<file path="src/sv/bsp_ram.sv">
// Generic single-write, single-read synchronous RAM with registered read data.
// No dependencies.
module bsp_ram #(
   parameter int WIDTH = 8,
   parameter int DEPTH = 64
) (
   input  logic                     clock,
   input  logic                     wr_en,
   input  logic [$clog2(DEPTH)-1:0] wr_addr,
   input  logic [WIDTH-1:0]         wr_data,
   input  logic                     rd_en,
   input  logic [$clog2(DEPTH)-1:0] rd_addr,
   output logic [WIDTH-1:0]         rd_data
);

   logic [WIDTH-1:0] mem_ff [DEPTH];
   logic [WIDTH-1:0] rd_data_ff;

   always_ff @(posedge clock) begin
      if (wr_en) begin
         mem_ff[wr_addr] <= wr_data;
      end
      if (rd_en) begin
         rd_data_ff <= mem_ff[rd_addr];
      end
   end

   assign rd_data = rd_data_ff;

endmodule

</file>
<file path="config.mk">
export PLATFORM = sky130hd
export DESIGN_NAME = bsp_ram
export DESIGN_NICKNAME = d
export VERILOG_FILES = /design/src/sv/bsp_ram.sv
export SDC_FILE = /design/constraint.sdc
export NUM_CORES = 1
export LEC_CHECK = 0
export ABC_AREA = 1
export BUFFER_PORTS_ARGS = -buffer_cell sky130_fd_sc_hd__buf_2
export CAP_MARGIN = 20
export CORE_MARGIN = 2
export CORE_UTILIZATION = 55
export DETAILED_ROUTE_END_ITERATION = 7
export PLACE_DENSITY = 0.82
export SLEW_MARGIN = 30
export SYNTH_ARGS = -nofsm -noshare
export SYNTH_HDL_FRONTEND = slang
export SYNTH_SLANG_ARGS = --single-unit
</file>
<file path="constraint.sdc">
create_clock -name clock -period 4.2 [get_ports clock]
set_clock_uncertainty 0.05 [all_clocks]
set_input_delay 0.42 -clock clock [delete_from_list [all_inputs] [get_ports clock]]
set_output_delay 0.42 -clock clock [all_outputs]
set_load 0.01 [all_outputs]
</file>
# Yosys cells after proc, flatten, opt, wreduce, memory -nomap -nowiden
# Memory sizes are Yosys's and may differ from the RTL's. A register that Yosys moved wholly into a read port is not among the register bits.
# Index checks and enable logic that the tools add are counted.
dict set report op_classes {
  mux 2
}
# cell n
set op_table {}
lappend op_table {{1-bit two-way mux} 2}
dict set report word_totals {
  ff_bits 0
  ramBits 512
  inputBits 23
  out_inout_bits 8
  wordCells 3
  memories 1
}
# name words word_bits rd rd_clocked_by_memory_dff write_ports line
set mem_list {}
lappend mem_list {mem_ff 64 8 1 1 1 16} ;# logic [WIDTH-1:0] mem_ff [DEPTH];

# Longest topological paths before layout
dict set report depth {
  word_depth 2
  ltp_mapped 12
  depth_no_buf 9
}

# Worst setup path after synthesis
# No wires, ideal clock.
dict set report synth_path {
  path_kind {input to register}
  startpoint {input port wr_en}
  endpoint {memory mem_ff[48][0] (enable)}
  setup_ns 0.395
  t_arrival_ns 1.791
  t_required_ns 3.755
  setup_slack_ns 1.964
  cell_stages 3
  path_buffers 1
  path_cell_list {clkbuf_1 nand4_1 nor4_1}
}
dict set report synth_between {
  elab_chain_cells 2
}
# element line
set synth_lines {}
lappend synth_lines {{start, declared} 8} ;# input logic wr_en,
lappend synth_lines {{1-bit two-way mux} 20} ;# if (wr_en) begin
lappend synth_lines {{1-bit two-way mux (implied by the code)} 21} ;# mem_ff[wr_addr] <= wr_data;
lappend synth_lines {{end, declared} 16}
# No other way between the ends.

==> impl_metrics.prom <==
# TYPE chip_impl_metric gauge
chip_impl_metric{name="grt.overflow.total",unit=""} 0
chip_impl_info{name="yosysMostFrequentCell",value="sky130_fd_sc_hd__nand2_1"} 1
chip_impl_metric{name="slew_viol_final",unit=""} 0
chip_impl_metric{name="timing_worst_slew_pin_value",unit="ns"} 0.901
chip_impl_info{name="status",value="complete, but fails checks"} 1
chip_impl_metric{name="share_of_the_synthesized_area_in_compound_gates_ao_oa_aoi_oai",unit=""} 0
chip_impl_metric{name="ratio_of_cells_with_drive_above_1_in_the_final_layout",unit=""} 0.0696
chip_impl_info{name="violations",value="design-rule violations"} 1
chip_impl_metric{name="gp_routability_congestion",unit=""} 0.877
chip_impl_metric{name="grt_first_pass_wirelength",unit="microns"} 79900
chip_impl_metric{name="drt_first_iter_violations",unit=""} 2525
chip_impl_metric{name="detailedRoute.firstPassIterationCount",unit=""} 8
chip_impl_metric{name="post-synth-top-area-fraction",unit=""} 0.729
chip_impl_metric{name="avgRoutedWirePerCell",unit="microns"} 22.2
chip_impl_metric{name="num_vias",unit=""} 14200
chip_impl_info{name="timing.critical_path.from",value="rd_addr[1]"} 1
chip_impl_metric{name="slew-limit-headroom",unit=""} 0.397
chip_impl_metric{name="fp.dieW",unit="microns"} 201
chip_impl_metric{name="start_util",unit=""} 0.556
chip_impl_info{name="critical_path.cell_chain",value="buf_4 -> inv_4 -> buf_4 -> nand3_1 -> nand3_1 -> nand2_1 -> nand2_1 -> nand3_1 -> nand3_1 -> nand2_1"} 1
chip_impl_info{name="cp_slowest_cell",value="sky130_fd_sc_hd__inv_4"} 1
chip_impl_metric{name="core_region_area",unit="sq um"} 38600
chip_impl_metric{name="port-buffer-count",unit=""} 30
chip_impl_info{name="timing.critical_path.mode_cell",value="sky130_fd_sc_hd__nand3_1"} 1
chip_impl_metric{name="fp.dieArea",unit="sq um"} 40500
chip_impl_info{name="cts_tree",value="yes"} 1
chip_impl_metric{name="post_cts.resized_instances",unit=""} 0
chip_impl_metric{name="synth.area.mux_share",unit=""} 0
chip_impl_info{name="critical_path.endpoint_type",value="flip-flop"} 1
chip_impl_metric{name="post_synth_xor_area_fraction",unit=""} 0
chip_impl_metric{name="clkTransAtPathRegs",unit="ns"} 0.06
chip_impl_metric{name="synth-edff-count",unit=""} 520
chip_impl_metric{name="worstSkewPairLatency",unit="ns"} 0.56
chip_impl_metric{name="postSynthNetCount",unit=""} 1828
chip_impl_metric{name="syn2layout_area_growth",unit="%"} 8.46
chip_impl_info{name="synth_top_cell_by_area",value="sky130_fd_sc_hd__edfxtp_1"} 1
chip_impl_metric{name="ioPinCount",unit=""} 31
chip_impl_metric{name="max_buffers_root_to_sink",unit=""} 3
chip_impl_info{name="crit_end",value="rd_data[6]$_DFFE_PP_"} 1
chip_impl_metric{name="synth.yosys.seq_area_share",unit=""} 0.729
chip_impl_metric{name="cpPeakStageDelay",unit="ns"} 0.62
chip_impl_metric{name="power.density",unit="nW/um^2"} 459
chip_impl_metric{name="min_period_over_period",unit=""} 0.570
chip_impl_metric{name="clk_sinks",unit=""} 520
chip_impl_metric{name="report.final.setup_viol",unit=""} 0
chip_impl_info{name="r2r_end",value="rd_data[6]$_DFFE_PP_"} 1
chip_impl_metric{name="fraction_of_synthesis_flops_using_an_asynchronous_set_or_reset_pin",unit=""} 0
chip_impl_metric{name="vdd_ir_drop_max",unit="mV"} 0.416
chip_impl_metric{name="first_global_vias",unit=""} 13700
chip_impl_metric{name="yosys.area_share.simple",unit=""} 0.231
chip_impl_info{name="hold_path.class",value="input port to flip-flop"} 1
chip_impl_metric{name="layout.nets",unit=""} 1825
chip_impl_metric{name="yosys_register_bits",unit=""} 520
chip_impl_info{name="synth_top_family_by_area",value="simple AND/OR/NAND/NOR gates"} 1
chip_impl_metric{name="fp-row-count",unit=""} 72
chip_impl_metric{name="syn_avg_cell_area",unit="sq um"} 11.9
chip_impl_metric{name="cap_viol_max_count",unit=""} 0
chip_impl_metric{name="clock.fmax",unit="GHz"} 0.418
chip_impl_info{name="path_class",value="input port to flip-flop"} 1
chip_impl_metric{name="reg2reg_depth",unit=""} 8
chip_impl_metric{name="detailed_place_hpwl",unit="microns"} 30100
chip_impl_metric{name="cts-hold-fix-buffers",unit=""} 0
chip_impl_metric{name="netlist_area",unit="sq um"} 21400
chip_impl_metric{name="post_synth_fa_ha_maj_area_fraction",unit=""} 0
chip_impl_metric{name="hold_viol",unit=""} 0
chip_impl_metric{name="static-leakage-power",unit="nW"} 8.28
chip_impl_metric{name="floorplan.die.height",unit="microns"} 201
chip_impl_info{name="timing.critical_path.from_type",value="input port"} 1
chip_impl_info{name="synth_common_cells",value="648 x sky130_fd_sc_hd__nand2_1, 520 x sky130_fd_sc_hd__edfxtp_1, 439 x sky130_fd_sc_hd__nand3_1"} 1
chip_impl_metric{name="antenna_found_initial",unit=""} 2
chip_impl_metric{name="fin_worst_hold_slack",unit="ns"} 0.213
chip_impl_metric{name="route.detailed.vias_per_inst",unit=""} 6.02
chip_impl_metric{name="critical_path.max_fanout",unit=""} 62
chip_impl_metric{name="worst_ep_arrival_time",unit="ns"} 2.65
chip_impl_info{name="unrepaired_setup_endpoints_after_global_routing",value="no"} 1
chip_impl_info{name="post_synth_main_area_contributors",value="sky130_fd_sc_hd__edfxtp_1 73%, sky130_fd_sc_hd__nand2_1 11%, sky130_fd_sc_hd__nand3_1 10%"} 1
chip_impl_metric{name="grt_start_max_net_pins",unit=""} 137
chip_impl_metric{name="remaining_antenna_violation_count_after_routing",unit=""} 0
chip_impl_metric{name="yosys_warnings",unit=""} 0
chip_impl_metric{name="totalNegativeSetupSlack",unit="ns"} 0
chip_impl_metric{name="final_period_minus_worst_setup_slack",unit="ns"} 2.40
chip_impl_metric{name="htreeDepth",unit=""} 2
chip_impl_info{name="r2r-start",value="mem_ff[19][6]$_DFFE_PP_"} 1
chip_impl_metric{name="grt.total_usage",unit=""} 0.258
chip_impl_metric{name="syn-instance-count",unit=""} 1805
chip_impl_metric{name="fillers",unit=""} 2908
chip_impl_metric{name="yosys.cell_types.count",unit=""} 15
chip_impl_metric{name="number_of_buffers_created_by_cts",unit=""} 49
chip_impl_metric{name="r2r_setup_slack",unit="ns"} 2.49
chip_impl_info{name="cts_root_buffer",value="sky130_fd_sc_hd__clkbuf_16"} 1
chip_impl_metric{name="worst-endpoint-required",unit="ns"} 4.46
chip_impl_metric{name="route.final.wire_length",unit="microns"} 52400
chip_impl_metric{name="postCtsSetupRepairBufs",unit=""} 0
chip_impl_info{name="ys_dominant_reg_cell",value="sky130_fd_sc_hd__edfxtp_1"} 1
chip_impl_metric{name="remaining_drc_errors",unit=""} 1
## how the worst min path moves through the flow
stage | slack (ns) | endpoint | startpoint | cells past startpoint
detailed placement | 0.77 | rd_data[1]$_DFFE_PP_ | rd_en | 1
CTS | 0.19 | rd_data[7]$_DFFE_PP_ | rd_en | 1
finish | 0.21 | rd_data[7]$_DFFE_PP_ | rd_en | 1
floorplan | 0.47 | mem_ff[0][0]$_DFFE_PP_ | wr_data[0] | 0
global placement | 0.77 | rd_data[2]$_DFFE_PP_ | rd_en | 1
global route | 0.20 | rd_data[7]$_DFFE_PP_ | rd_en | 1
## flip-flops by register name, indices dropped and copies added, names as in the netlist
register / count
rd_data: 8
mem_ff: 512
## critical path, delay by kind of cell
family                 cells  cell delay (ns)
buffers and inverters      3             1.37
and+or+nand+nor            7             0.78
## logic make-up after synthesis
logic type | after synthesis
buf+inv | 125
simple gates | 1160
flops | 520
## layer usage
metal	global-route usage	part of all wire	vias to the layer above
li1	-	-	6345
met1	0.349	0.37	6803
met2	0.423	0.48	918
met3	0.0497	0.12	134
met4	0.0935	0.034	2
met5	0	0.00044	-
## final cells by class
cell class,count,area [sq um],area share
Inverter,12,53.8,0.00232
Clock inverter,24,200,0.00862
Antenna cell,1,2.50,0.000108
Tap cell,518,648,0.0279
Sequential cell,520,15600,0.672
Timing Repair Buffer,59,434,0.0187
Multi-Input combinational cell,1160,4950,0.213
Clock buffer,64,1330,0.0570
## report_power, final
group / switching (mW) / leakage, nW / total [mW] / internal [mW]
Clock: 1.82 / 0.733 / 4.23 / 2.40
Combinational: 0.503 / 2.86 / 0.659 / 0.156
Sequential: 0.0165 / 4.69 / 5.77 / 5.76
Total: 2.34 / 8.28 / 10.7 / 8.32
## per-stage QoR
stage / utilization / power [mW] / area, sq um / setup slack, ns / std cells
3_5_place_dp: 0.563 / 6.52 / 21700 / 1.32 / 2269
5_1_grt: 0.603 / 10.9 / 23200 / 1.66 / 2358
4_1_cts: 0.602 / 10.7 / 23200 / 1.88 / 2357
6_report: 0.603 / 10.7 / 23200 / 1.80 / 2358
2_1_floorplan: - / 6.28 / 21400 / 1.96 / 1805
3_3_place_gp: 0.562 / 6.50 / 21700 / 1.37 / 2268
## cells in the final DEF (no fill, tap or decap)
| cell | instances |
|---|---|
| sky130_fd_sc_hd__clkinv_2 | 5 |
| sky130_fd_sc_hd__buf_16 | 1 |
| sky130_fd_sc_hd__nor2_1 | 56 |
| sky130_fd_sc_hd__inv_6 | 3 |
| sky130_fd_sc_hd__inv_4 | 1 |
| sky130_fd_sc_hd__clkinv_4 | 1 |
| sky130_fd_sc_hd__inv_1 | 8 |
| sky130_fd_sc_hd__buf_6 | 1 |
| sky130_fd_sc_hd__nand2_1 | 648 |
| sky130_fd_sc_hd__nand4_1 | 9 |
| sky130_fd_sc_hd__diode_2 | 1 |
| sky130_fd_sc_hd__buf_4 | 26 |
| sky130_fd_sc_hd__bufinv_16 | 3 |
| sky130_fd_sc_hd__clkinvlp_4 | 3 |
| sky130_fd_sc_hd__edfxtp_1 | 520 |
| sky130_fd_sc_hd__buf_2 | 28 |
| sky130_fd_sc_hd__buf_12 | 3 |
| sky130_fd_sc_hd__nor4_2 | 1 |
| sky130_fd_sc_hd__inv_2 | 1 |
| sky130_fd_sc_hd__clkinv_1 | 11 |
| sky130_fd_sc_hd__clkbuf_16 | 51 |
| sky130_fd_sc_hd__nor4_1 | 7 |
| sky130_fd_sc_hd__clkbuf_1 | 13 |
| sky130_fd_sc_hd__nand3_1 | 439 |
Power figures use the tool's default switching activity.
